===== src/rtl/core/mipd_pkg.sv =====
// Shared types and constants for the minimum image pair distance block.
package mipd_pkg;

  localparam int COORD_WIDTH_DEF = 32;
  localparam int BOX_W           = 31;
  localparam int INV_W           = 48;
  localparam int INV_HALF        = 24;
  localparam int FRAC_BITS       = 56;
  localparam int SQ_W            = 64;
  localparam int FIFO_DEPTH      = 4;
  localparam int AXIS_LAT        = 8;
  localparam int SQRT_STAGES     = 32;
  localparam int DIST_W          = 32;
  localparam int APB_AW          = 6;
  localparam int APB_DW          = 64;

  localparam logic [BOX_W-1:0] BOX_RESET = 31'd65536;
  localparam logic [INV_W-1:0] INV_RESET = 48'h0100_0000_0000;

  typedef enum logic [2:0] {
    REG_BOX_X,
    REG_BOX_Y,
    REG_BOX_Z,
    REG_INV_X,
    REG_INV_Y,
    REG_INV_Z
  } reg_idx_e;

  typedef struct packed {
    logic [BOX_W-1:0] box_x;
    logic [BOX_W-1:0] box_y;
    logic [BOX_W-1:0] box_z;
    logic [INV_W-1:0] inv_x;
    logic [INV_W-1:0] inv_y;
    logic [INV_W-1:0] inv_z;
  } cfg_t;

  typedef struct packed {
    logic valid;
    logic full;
  } fifo_stat_t;

endpackage


===== src/rtl/core/mipd_fifo.sv =====
// Short queue between the front end and the distance pipeline.
module mipd_fifo import mipd_pkg::*; #(
  parameter int Width = 97,
  parameter int Depth = FIFO_DEPTH
) (
  input  logic             clk_i,
  input  logic             rst_ni,
  input  logic             push_i,
  input  logic [Width-1:0] data_i,
  input  logic             pop_i,
  output logic [Width-1:0] data_o,
  output fifo_stat_t       stat_o
);

  localparam int AW = $clog2(Depth);

  logic [Width-1:0] entry_q [Depth];
  logic [AW-1:0]    wr_q, wr_d, rd_q, rd_d;
  logic [AW:0]      cnt_q, cnt_d;

  assign data_o       = entry_q[rd_q];
  assign stat_o.valid = cnt_q != '0;
  assign stat_o.full  = cnt_q == (AW+1)'(Depth);

  always_comb begin
    wr_d  = push_i ? wr_q + AW'(1) : wr_q;
    rd_d  = pop_i ? rd_q + AW'(1) : rd_q;
    cnt_d = cnt_q + (AW+1)'(push_i) - (AW+1)'(pop_i);
  end

  always_ff @(posedge clk_i or negedge rst_ni) begin
    if (!rst_ni) begin
      wr_q  <= '0;
      rd_q  <= '0;
      cnt_q <= '0;
    end else begin
      wr_q  <= wr_d;
      rd_q  <= rd_d;
      cnt_q <= cnt_d;
    end
  end

  always_ff @(posedge clk_i) begin
    if (push_i) begin
      entry_q[wr_q] <= data_i;
    end
  end

endmodule


===== config.mk =====
export PLATFORM = sky130hd
export DESIGN_NAME = mipd_fifo
export DESIGN_NICKNAME = d
export VERILOG_FILES = /design/src/rtl/core/mipd_pkg.sv /design/src/rtl/core/mipd_fifo.sv
export SDC_FILE = /design/constraint.sdc
export NUM_CORES = 1
export LEC_CHECK = 0
export CORE_AREA = 2 2 184 150
export CTS_CLUSTER_SIZE = 16
export DETAILED_ROUTE_END_ITERATION = 16
export DIE_AREA = 0 0 186 152
export DONT_BUFFER_PORTS = 1
export GPL_TIMING_DRIVEN = 0
export HOLD_SLACK_MARGIN = 0.05
export PLACE_DENSITY = 0.73
export SLEW_MARGIN = 15
export SYNTH_ARGS = -nofsm -noshare
export SYNTH_HDL_FRONTEND = slang
export SYNTH_SLANG_ARGS = --single-unit

===== constraint.sdc =====
create_clock -name clk_i -period 4.4 [get_ports clk_i]
set_clock_uncertainty 0.1 [all_clocks]
set_input_delay 0.44 -clock clk_i [delete_from_list [all_inputs] [get_ports clk_i]]
set_output_delay 0.44 -clock clk_i [all_outputs]
set_load 0.01 [all_outputs]

; Word-level counts from Yosys, hierarchy flattened
; Memory sizes are Yosys's and may differ from the RTL's.
; Cells that the tools add are included.
[op_classes]
add_sub_neg = 4
n_eq_ne = 1
muxes = 2
n_reduce_logical = 1
[ops]
columns = operator, count
row1 = $add 2x1->2 const B, 2
row2 = $add 3x1->3, 1
row3 = $eq 3x3->1 const B, 1
row4 = $reduce_bool 3->1, 1
row5 = $sub 3x1->3, 1
row6 = $mux 1, 2
[word_totals]
reg_bits = 7
mem_bits_rw = 388
inputBits = 101
out_inout_bits = 99
elab_cells = 12
memories = 1
[memory_table]
columns = name, words, word_bits, rd, rd_ports_with_merged_regs, wr, line
row1 = entry_q, 4, 97, 1, 0, 1, mipd_fifo.sv:17  ; logic [Width-1:0] entry_q [Depth];

; Logic depth before layout (Yosys ltp)
[logic_depth]
ltp_word = 2
depth_mapped = 7
ltp_nobuf = 7

; Worst setup path before layout
; Ideal clock, no wire load.
[synth_path]
path_type = flip-flop to flip-flop
start = register wr_q[0]
end = memory entry_q[0][0] (enable)
setup_ns = 0.466
arrival_ns = 2.865
required_ns = 3.834
setup_slack_ns = 0.969
path_stages_with_launch = 4
path_buffers = 0
synth_period_minus_slack_ns = 3.431
path_cell_list = dfrtp_1 inv_1 ha_1 and2_1
[synth_rtl]
columns = element, line
row1 = "start, declared", mipd_fifo.sv:18  ; logic [AW-1:0] wr_q, wr_d, rd_q, rd_d;
row2 = "start signal, assigned", mipd_fifo.sv:37  ; wr_q <= wr_d;
row3 = "end, declared", mipd_fifo.sv:17
; Straight into the memory's write port.

; Worst setup path in the final report
[layout_path]
start = register rd_q[1]
end = output data_o[67]
[layout_between]
elab_chain_cells = 1
[layout_lines]
columns = element, line
row1 = "start, declared", mipd_fifo.sv:18
row2 = "start signal, assigned", mipd_fifo.sv:38  ; rd_q <= rd_d;
row3 = $mem_v2 4x97, n/a
row4 = "end, declared", mipd_fifo.sv:11  ; output logic [Width-1:0] data_o,
; Every way passes these cells.

==> impl_summary.md <==
Floorplan
In this run the count of I/O pins placed on the die edge is 200. The area enclosed by the die boundary is 28,300 um2. Measured along the y axis, the die boundary spans 152 um. The die is around 190 um wide. The area of the core is 26,700 um2. The effective utilization at floorplan is 53.8%. The count of standard-cell rows is 54.

Yosys
In the synthesized netlist, the number of instances is about 540. Counting flops with a built-in enable in the synthesized netlist gives between 300 and 400. Counting flops and latches in the post-synthesis netlist gives 395. The synthesized netlist devotes 0.0349% of its cell area to compound gates. The average size of a mapped cell is 26.5 um2. The area share of the leading cell type in the synthesized netlist is 81.2%. The basic-gate share of the synthesized area counting and, or, nand and nor cells is less than 1%.

The share of the yosys chip area belonging to registers is around 80%. The post-synthesis share of cell area spent on full adders, half adders and majority gates is less than 1%. Synthesis produced a netlist with a net count of 649.

Of the post-synthesis cell area, the part taken by muxes is 15.2%. The synthesis warning total is 0. The proportion of register bits with asynchronous set or reset after synthesis is between 1.5 and 2%. Yosys mapped the design onto 18 distinct sky130hd cell types. The cell area after synthesis is 14,400 um2. The most numerous cell in the Yosys netlist is edfxtp_1.

The combinational family with the most area after synthesis is multiplexers. By count the netlist is led by edfxtp_1, mux4_2, buf_2. The most used flip-flop cell after synthesis is edfxtp_1.

edfxtp_1 takes more of the synthesized area than any other cell. After Yosys synthesis, XOR and XNOR cells account for 0.305% of the synthesized area. Yosys attributes the largest share of cell area to edfxtp_1, mux4_2, dfrtp_1.

Finish
Excluding fillers, the count of instances in the completed layout stands at 1,074. Cells fill 64.3% of the core in the end. The final layout net count is 795. The share of layout cells above drive strength 1 is 24.2%. 0 antenna diodes ended up in the layout. The number of fillers in the final layout is 1,714. The area growth from synthesis to final layout is 19.6%.

Detailed routing
The final route contains 6,111 vias. The detail-routed via count per cell is 5.69. The number of nets with antenna violations after detailed routing is 0. Before antenna repair, the detailed router went through 4 iterations. In the routed design, unresolved DRC markers number 0.

The routed wire length is ~27 mm. The routed length per placed instance is between 20 and 30 um. The number of DRC markers after the initial detailed-route iteration is 424.

Placed design
The weighted congestion reported at the end of routability-driven placement is 0.734. Detailed placement ended at an HPWL of 15.9 mm. In this run the tool buffered the top-level ports with 0 buffer cells. The instance count after placement with tap cells included is 912.

Power
The part of the total power dissipated in sequential elements is 45.6%. Across the VDD grid, the largest voltage drop is 0.000430 V. The share of total power dissipated in the clock network is between 20 and 30%.

The internal cell power is 0.00795 W. The analysis attributes to cell leakage a power of 5.54 nW. The share of power burned in combinational logic is 27.1%. The net switching power is 0.00320 W. Net switching is 28.7% of the power. Dividing total power by cell area gives a power density of 650 nW/um2. The completed layout was analyzed and its total power is approximately 0.011 W.

Clock tree
The number of sinks handled by clock tree synthesis is 395. Clock-pin slew was measured on the worst setup and hold paths at 0.07 ns. The clock passes through at most 3 buffers.

The hold-fix buffer count after cts is 100. The CTS root buffer is clkbuf_16. The clock network latency to the later pin of the worst-skew pair is 0.51 ns.

The post-CTS setup repair buffer count is 0. Clock tree synthesis inserted a total of 37 buffers. TritonCTS built the clock tree. The level count of the clock H-tree is 2. The number of cells upsized or downsized after cts is 0.

Setup path
The maximum fanout along the worst path is 10. The nature of the critical path endpoint is an output port. The arrival time of the worst setup path is approximately 2.3 ns.

The required time reported for the critical path endpoint is 3.86 ns. The critical path class is reg -> out. STA classifies the critical path startpoint as a flop.

STA
The minimum hold slack is 0.146 ns. The transition time at the pin with the least slew margin is 0.777 ns. The hold violation total from the final report is 0. The count of final setup violators is 0. The number of pins exceeding their max-slew limit in the final report was 0.

Static timing analysis puts the maximum clock frequency at 356 MHz. The relative max-transition margin is 48.2%. The clock period minus worst slack is 2.81 ns. Of the available clock period, the critical path in the final layout requires 63.9%.

Setup repair after global routing left no endpoint under its margin. Summed over all failing endpoints, the final setup total negative slack is 0 ns.

GRT
The number of antenna violations at the first check in global routing is 0. The number of global-route vias before repair is 6,587. The remaining global-route overflow is 0. The overall track demand over capacity in global routing is 19.6%. The global-route wire length before repair is 41.0 mm.

Entering global routing, the biggest net connects 52 pins.

Hold path
The min-delay analysis places its worst path in the category in -> async.

Flow run
The reported max-cap violation count is 0.

Outcome
The flow ran to the end, and the final reports show no timing, DRC or antenna violations.
## final cells by class
class / instances / area [um2] / share of cell area (%)
Buffer: 22 / 131 / 0.765
Clock buffer: 46 / 1000 / 5.84
Clock inverter: 16 / 154 / 0.896
Inverter: 6 / 22.5 / 0.131
Multi-Input combinational cell: 118 / 2380 / 13.9
Sequential cell: 395 / 11800 / 68.9
Tap cell: 364 / 455 / 2.65
Timing Repair Buffer: 107 / 1190 / 6.95
## worst max-delay path, cell delays in order (launching register included)
cell and delay, ns:
dfrtp_1 0.31, buf_2 0.27, buf_2 0.37, buf_2 0.36, mux4_2 0.43
## logic make-up after synthesis
kind of cell / after synthesis
and+or+nand+nor: 8
buffers and inverters: 28
xor gates and xnor gates: 5
muxes: 97
adders and majority gates: 7
AOI/OAI and AO/OA: 1
DFF: 395
## state kept, by name, indices dropped and copies added, names as in the netlist
name,count
wr_q,2
cnt_q,3
entry_q,388
rd_q,2
## per-stage QoR
step	setup WS (ns)	area, um2
floorplan	0.969	14400
global placement	-0.543	14800
detailed placement	2.10	15000
CTS	1.51	17200
global route	1.46	17200
finish	1.59	17200
## layer usage
layer,up-vias,routed length [um],global-route usage (%)
met4,0,416,4.24
met3,36,2400,6.81
met5,-,0,0
met1,3229,10600,25.8
met2,219,13800,32.1
li1,2627,-,-
## path summary, 6_finish.rpt
check	start	depth (start not counted)	slack (ns)	to
min in group clk_i	push_i	1	0.20	entry_q[0][94]$_DFFE_PP_
min	rst_ni	1	0.15	cnt_q[1]$_DFF_PN0_
max reg2reg	wr_q[0]$_DFFE_PN0P_	4	2.22	entry_q[2][54]$_DFFE_PP_
max	rd_q[1]$_DFFE_PN0P_	4	1.59	data_o[67]
min reg2reg	wr_q[0]$_DFFE_PN0P_	1	0.50	wr_q[0]$_DFFE_PN0P_
max in group asynchronous	rst_ni	1	3.81	rd_q[0]$_DFFE_PN0P_
## cells in the final DEF (no fill, tap or decap)
cell type | netlist | routed
fa_1 | 1 | 1
dlygate4sd3_1 | 0 | 100
edfxtp_1 | 388 | 388
and3_1 | 1 | 1
clkinv_2 | 0 | 4
buf_16 | 0 | 7
dfrtp_1 | 7 | 7
bufinv_16 | 0 | 3
nand2_1 | 2 | 2
buf_2 | 12 | 12
clkinv_1 | 0 | 7
xnor2_1 | 3 | 3
ha_1 | 6 | 6
inv_6 | 0 | 2
buf_8 | 2 | 2
inv_1 | 6 | 6
clkbuf_1 | 6 | 13
and2_4 | 0 | 4
o21ai_0 | 1 | 1
xor2_1 | 2 | 2
buf_4 | 1 | 1
clkbuf_16 | 0 | 39
mux4_2 | 97 | 97
or3_1 | 1 | 1
buf_6 | 1 | 1
## power groups by stage
stage | logic (W) | clock network [W] | registers [W]
2_1_floorplan | 0.00216 | 0 | 0.00515
3_3_place_gp | 0.00278 | 0 | 0.00523
3_5_place_dp | 0.00295 | 0 | 0.00515
4_1_cts | 0.00309 | 0.00310 | 0.00508
5_1_grt | 0.00325 | 0.00326 | 0.00513
6_report | 0.00302 | 0.00305 | 0.00508
No activity file was read; power rests on OpenSTA's default activity.
