## src/rtl/core/mipd_pkg.sv

```systemverilog
// Shared types and constants for the minimum image pair distance block.
package mipd_pkg;

  localparam int COORD_WIDTH_DEF = 32;
  localparam int BOX_W           = 31;
  localparam int INV_W           = 48;
  localparam int INV_HALF        = 24;
  localparam int FRAC_BITS       = 56;
  localparam int SQ_W            = 64;
  localparam int FIFO_DEPTH      = 4;
  localparam int AXIS_LAT        = 8;
  localparam int SQRT_STAGES     = 32;
  localparam int DIST_W          = 32;
  localparam int APB_AW          = 6;
  localparam int APB_DW          = 64;

  localparam logic [BOX_W-1:0] BOX_RESET = 31'd65536;
  localparam logic [INV_W-1:0] INV_RESET = 48'h0100_0000_0000;

  typedef enum logic [2:0] {
    REG_BOX_X,
    REG_BOX_Y,
    REG_BOX_Z,
    REG_INV_X,
    REG_INV_Y,
    REG_INV_Z
  } reg_idx_e;

  typedef struct packed {
    logic [BOX_W-1:0] box_x;
    logic [BOX_W-1:0] box_y;
    logic [BOX_W-1:0] box_z;
    logic [INV_W-1:0] inv_x;
    logic [INV_W-1:0] inv_y;
    logic [INV_W-1:0] inv_z;
  } cfg_t;

  typedef struct packed {
    logic valid;
    logic full;
  } fifo_stat_t;

endpackage

```

## src/rtl/core/mipd_front.sv

```systemverilog
// Front end: takes a pair beat, forms per-axis difference magnitudes, feeds the queue.
module mipd_front import mipd_pkg::*; #(
  parameter int CoordWidth = COORD_WIDTH_DEF
) (
  input  logic                         clk_i,
  input  logic                         rst_ni,
  input  logic                         in_valid_i,
  output logic                         in_ready_o,
  input  logic signed [CoordWidth-1:0] first_x_i,
  input  logic signed [CoordWidth-1:0] first_y_i,
  input  logic signed [CoordWidth-1:0] first_z_i,
  input  logic signed [CoordWidth-1:0] second_x_i,
  input  logic signed [CoordWidth-1:0] second_y_i,
  input  logic signed [CoordWidth-1:0] second_z_i,
  input  logic                         last_pair_i,
  input  fifo_stat_t                   stat_i,
  output logic                         push_o,
  output logic [3*CoordWidth:0]        data_o
);

  localparam int DW = CoordWidth + 1;

  logic                  vld_q, vld_d;
  logic [3*CoordWidth:0] data_q;
  logic [DW-1:0]         dx, dy, dz, nx, ny, nz;
  logic [CoordWidth-1:0] mx, my, mz;
  logic                  accept;

  always_comb begin
    dx = {first_x_i[CoordWidth-1], first_x_i} - {second_x_i[CoordWidth-1], second_x_i};
    dy = {first_y_i[CoordWidth-1], first_y_i} - {second_y_i[CoordWidth-1], second_y_i};
    dz = {first_z_i[CoordWidth-1], first_z_i} - {second_z_i[CoordWidth-1], second_z_i};
    nx = ~dx + DW'(1);
    ny = ~dy + DW'(1);
    nz = ~dz + DW'(1);
    mx = dx[DW-1] ? nx[CoordWidth-1:0] : dx[CoordWidth-1:0];
    my = dy[DW-1] ? ny[CoordWidth-1:0] : dy[CoordWidth-1:0];
    mz = dz[DW-1] ? nz[CoordWidth-1:0] : dz[CoordWidth-1:0];
  end

  assign push_o     = vld_q && !stat_i.full;
  assign in_ready_o = !vld_q || !stat_i.full;
  assign accept     = in_valid_i && in_ready_o;
  assign data_o     = data_q;

  always_comb begin
    vld_d = vld_q;
    if (accept) begin
      vld_d = 1'b1;
    end else if (push_o) begin
      vld_d = 1'b0;
    end
  end

  always_ff @(posedge clk_i or negedge rst_ni) begin
    if (!rst_ni) begin
      vld_q <= 1'b0;
    end else begin
      vld_q <= vld_d;
    end
  end

  always_ff @(posedge clk_i) begin
    if (accept) begin
      data_q <= {last_pair_i, mz, my, mx};
    end
  end

endmodule

```

## config.mk

```make
export PLATFORM = sky130hd
export DESIGN_NAME = mipd_front
export DESIGN_NICKNAME = d
export VERILOG_FILES = /design/src/rtl/core/mipd_pkg.sv /design/src/rtl/core/mipd_front.sv
export SDC_FILE = /design/constraint.sdc
export NUM_CORES = 1
export LEC_CHECK = 0
export BUFFER_PORTS_ARGS = -buffer_cell sky130_fd_sc_hd__buf_4
export CAP_MARGIN = 30
export CORE_MARGIN = 8
export CORE_UTILIZATION = 34
export DETAILED_ROUTE_END_ITERATION = 8
export PLACE_DENSITY = 0.54
export SYNTH_ARGS = -nofsm -noshare
export SYNTH_HDL_FRONTEND = slang
export SYNTH_SLANG_ARGS = --single-unit
```

## constraint.sdc

```tcl
create_clock -name clk_i -period 3.3 [get_ports clk_i]
set_clock_uncertainty 0.05 [all_clocks]
set_input_delay 0.165 -clock clk_i [delete_from_list [all_inputs] [get_ports clk_i]]
set_output_delay 0.165 -clock clk_i [all_outputs]
set_load 0.05 [all_outputs]
```

## Word-level counts from Yosys, hierarchy flattened

Cells that the tools add are included.

- Add/sub/neg operators: 6
- Multipliers: 0
- Div/mod/pow operators: 0
- Magnitude comparators: 0
- Equal/unequal tests: 0
- Shift operators: 0
- Muxes and demuxes: 5
- Bitwise gates (word level): 3
- Reductions and logical operators: 6

Operators with widths:

| operator | number |
|---|---|
| subtractor 32 x 32 -> 33 bit | 3 |
| adder 32 x 1 -> 32 bit (second input constant) | 3 |
| 2-to-1 mux 32 bit | 3 |
| NOT 32 bit | 3 |
| logical AND 1 bit | 2 |
| zero test 1 bit | 2 |
| 2-to-1 mux 1 bit | 2 |
| nonzero test 2 bit | 1 |
| logical OR 1 bit | 1 |

- Bits in registers: 98
- Bits in latches: 0
- RAM bits: 0
- ROM bits: 0
- Input bits: 198
- Output and inout bits: 99
- Word-level logic and storage cells: 22
- Memories kept: 0

## Longest topological paths before layout

- Word-level depth: 4
- Gate-level depth with buffers: 16
- Depth with buffers taken out: 15

## Worst setup path before layout

OpenSTA, ideal clock, no wires.

- Path kind: in2reg
- Start: input port first_z_i[0]
- End: register data_q[93] (netlist: data_o[93]) (data pin)
- Library setup time: 264 ps
- Arrival: 3379 ps
- Data required time: 2986 ps
- Path slack: -393 ps
- Cell stages on the path: 15
- Path buffers: 0
- Cell sequence: inv_1 > ha_1 > inv_1 > fa_1 > a211oi_1 > o21ai_1 > a31oi_2 > o21ai_1 > xor2_1 > or4_1 > or2_1 > or3_1 > nor4_2 > a31oi_1 > xor2_1

- Word-level cells in the longest chain between the ends: 4

Ends and longest elaborated chain:

| item | RTL line | source |
|---|---|---|
| start, declared | mipd_front.sv:11 | `input logic signed [CoordWidth-1:0] first_z_i,` |
| subtractor 32 x 32 -> 33 bit * | mipd_front.sv:32 | `dz = {first_z_i[CoordWidth-1], first_z_i} - {second_z_i[CoordWidth-1], second_z_i};` |
| NOT 32 bit | mipd_front.sv:35 | `nz = ~dz + DW'(1);` |
| adder 32 x 1 -> 32 bit | mipd_front.sv:35 |  |
| 2-to-1 mux 32 bit * | mipd_front.sv:38 | `mz = dz[DW-1] ? nz[CoordWidth-1:0] : dz[CoordWidth-1:0];` |
| net mz[29] | mipd_front.sv:26 | `logic [CoordWidth-1:0] mx, my, mz;` |
| end signal, assigned | mipd_front.sv:65 | `data_q <= {last_pair_i, mz, my, mx};` |
| end, declared | mipd_front.sv:24 | `logic [3*CoordWidth:0] data_q;` |

The timed path passes the listed nets; every way through them passes the cells marked *.
A chain may end at the register's enable or synchronous reset.

## Worst setup path in the final report

- Start: input port second_z_i[1]
- End: register data_q[93] (netlist: data_o[93]) (data pin)

- Word-level cells in the longest chain between the ends: 4

Ends and longest elaborated chain:

| item | RTL line | source |
|---|---|---|
| start, declared | mipd_front.sv:14 | `input logic signed [CoordWidth-1:0] second_z_i,` |
| subtractor 32 x 32 -> 33 bit * | mipd_front.sv:32 |  |
| NOT 32 bit | mipd_front.sv:35 |  |
| adder 32 x 1 -> 32 bit | mipd_front.sv:35 |  |
| 2-to-1 mux 32 bit * | mipd_front.sv:38 |  |
| net mz[29] | mipd_front.sv:26 |  |

Marks and branches as above.

==> impl_metrics.ini <==
[outcome]
status = finished with violations
violations = setup timing

[route]
detail-route-antenna-nets = 0
vias = 11260
drc = 0
viasPerCell = 4.93
wl_per_cell_um = 15.8
dr.first_iter.drc_count = 462
dr.pass1.iters = 4
drt-total-wl_mm = 36.1

[synthesis]
synth_area_um2 = 10800
async_reset_ff_share_pct = 1.02
synth_top_area_cell = edfxtp_1
synth_edf_count = 97
syn_inst = 1288
ys_types = 84
synth_ff_type = edfxtp_1
synth_nets = 1588
synth.top_cell.area_share_pct = 27.0
seq_area_frac_synth_pct = 27.3
yosysWarnings = 0
ys_top_cells_by_count = a21oi_1, inv_1, xnor2_1, nand2_1, ha_1
synth_seq_cells = 98
syn_area_per_cell_um2 = 8.36
synth_area_leaders = edfxtp_1, ha_1, xnor2_1
synth_most_common_cell = a21oi_1

[clock_network]
clock-sinks = 98
clkLatencyLatePin_ps = 370
clock_path_buffers = 2
cts_tree = yes
cts_made_buffers = 9
cts_root_buffer = clkbuf_16
h-tree-depth = 3
path_clk_slew_ps = 80

[global_routing]
track_usage_pct = 18.5
antenna_found_initial = 0
grt_overflow = 0
grt_max_degree = 56
grt_pass1_vias = 11419
grt_pass1_wl_mm = 57.7

[final_layout]
fin_cells = 2286
n_antenna_cell = 0
area_growth_pct = 54.7
drive_gt1_share_pct = 39.2
finish.net_count = 2179
fin_util_pct = 53.1

[placed_design]
gp_routability_congestion = 0.896
io_buffers = 295
dp_cells = 2245
hpwl_mm = 30.5

[worst_setup_path]
path_class = in2reg
crit_path_start_kind = input pin
arrival_ps = 3380
crit_fanout = 3
critPathRequiredTime_ps = 3350
r2r_cells = 3
cp_cell_sequence = buf_4 > inv_1 > ha_1 > nor2b_1 > o2111ai_1 > a311o_1 > a21oi_1 > a31oi_1 > or4_4 > or2_4 > or3_4 > nor4_4 > a31oi_1 > xor2_1
cp.depth = 14
cp_common_cell = a31oi_1
crit_slowest_cell = or4_4
crit_buf_inv = 2
end_kind = flop
cpPeakStageDelay_ps = 560
path_delay_family = simple AND/OR/NAND/NOR gates

[timing]
maxSlewViolCount = 0
max_slew.worst_pin.slew_ps = 518
slew_headroom_pct = 65.2
max_freq_mhz = 300
finalHoldViolations = 0
fin_crit_ps = 3330
rsz0062_at_grt = yes
holdWs_ps = 57.2
final.setup.worst_slack_ps = -29.5
finalCritPeriodShare_pct = 101
setup_viol = 1

[pwr]
p_sw_uw = 2850
p_seq_share_pct = 25.2
ir_drop_mv = 0.245
leakage_uw = 0.00773
p_per_area_nw_per_um2 = 417
power_frac_comb_pct = 58.6
p_int_uw = 4090
swShare_pct = 41.1
clock_power_share_pct = 16.1

[die]
boundaryPins = 297
die-area_um2 = 37600
die_x_um = 194
die_h_um = 194
core_area_um2 = 31400
initial_core_util_pct = 34.3
rows = 65

[min_path]
hold_class = in2async

[run]
maxCapViolCount = 0
==> cell usage in the layout (no fill, tap or decap), types with 36 or more instances in the layout <==
| cell type | n |
|---|---|
| inv_1 | 122 |
| o21ai_0 | 49 |
| a21o_1 | 36 |
| xor2_1 | 59 |
| nor2_1 | 77 |
| xnor2_1 | 103 |
| edfxtp_1 | 97 |
| ha_1 | 93 |
| a21oi_1 | 122 |
| buf_4 | 611 |
| nand2_1 | 101 |
==> final cells by class <==
cell class | instances | area [um^2]
sequential | 98 | 2940
clock inverter | 7 | 72.6
timing repair buffer | 624 | 4770
fill | 3027 | 14700
inverter | 128 | 498
multi-input combinational | 1018 | 7660
tap | 402 | 503
clock buffer | 9 | 225
==> flip-flops by register name, indices dropped and copies added (netlist names) <==
name	count
data_o	97
vld_q	1
==> layer usage <==
layer	vias up	track usage, %	wire, um
li1	5855	-	-
met2	256	32.9	17800
met1	5123	22.9	16200
met4	0	4.33	462
met5	-	0	0
met3	26	3.05	1620
==> timing repair <==
action,4_1_cts,5_1_grt
pin swaps,31,48
endpoints found under the setup margin,20,68
buffers inserted,11,10
hold endpoints to repair,3,0
hold buffers,4,0
gates resized for setup,27,61
==> per-stage QoR <==
step | power [uW] | setup TNS, ps | area, um^2 | setup WS, ps
global route | 7370 | -601 | 16700 | -158
finish | 6950 | -29.5 | 16700 | -29.5
floorplan | 4080 | -1040 | 10900 | -296
global placement | 5690 | -28280 | 15800 | -617
CTS | 6930 | 0 | 16300 | 7.48
detailed placement | 5720 | -30740 | 15800 | -624
==> power groups by stage <==
stage          clock network (uW)  logic, uW  registers, uW
6_report                     1120       4070           1750
5_1_grt                      1200       4400           1770
4_1_cts                      1160       4020           1760
3_5_place_dp                    0       3930           1790
3_3_place_gp                    0       3900           1780
2_1_floorplan                   0       1660           2420
==> cells by family after synthesis <==
| logic type | count (synthesis) | synth area share, % |
|---|---|---|
| AND/OR/NAND/NOR | 349 | 17.1 |
| adder cells (fa/ha/maj) | 102 | 12.1 |
| multiplexers | 8 | 0.778 |
| XOR/XNOR | 164 | 13.3 |
| AO/OA/AOI/OAI | 395 | 23.3 |
| flip-flops | 98 | 27.3 |
| buffers and inverters | 172 | 6.12 |
==> final timing paths <==
| path | end | slack, ps | startpoint |
|---|---|---|---|
| hold / removal | vld_q | 60 | rst_ni |
| min in group clk_i | data_o[0] | 180 | second_x_i[0] |
| setup reg to reg | data_o[87] | 1670 | vld_q |
| max in group asynchronous | vld_q | 3060 | rst_ni |
| hold reg to reg | data_o[21] | 830 | vld_q |
| setup / recovery | data_o[93] | -30 | second_z_i[1] |
No activity file was read; power rests on OpenSTA's default activity.
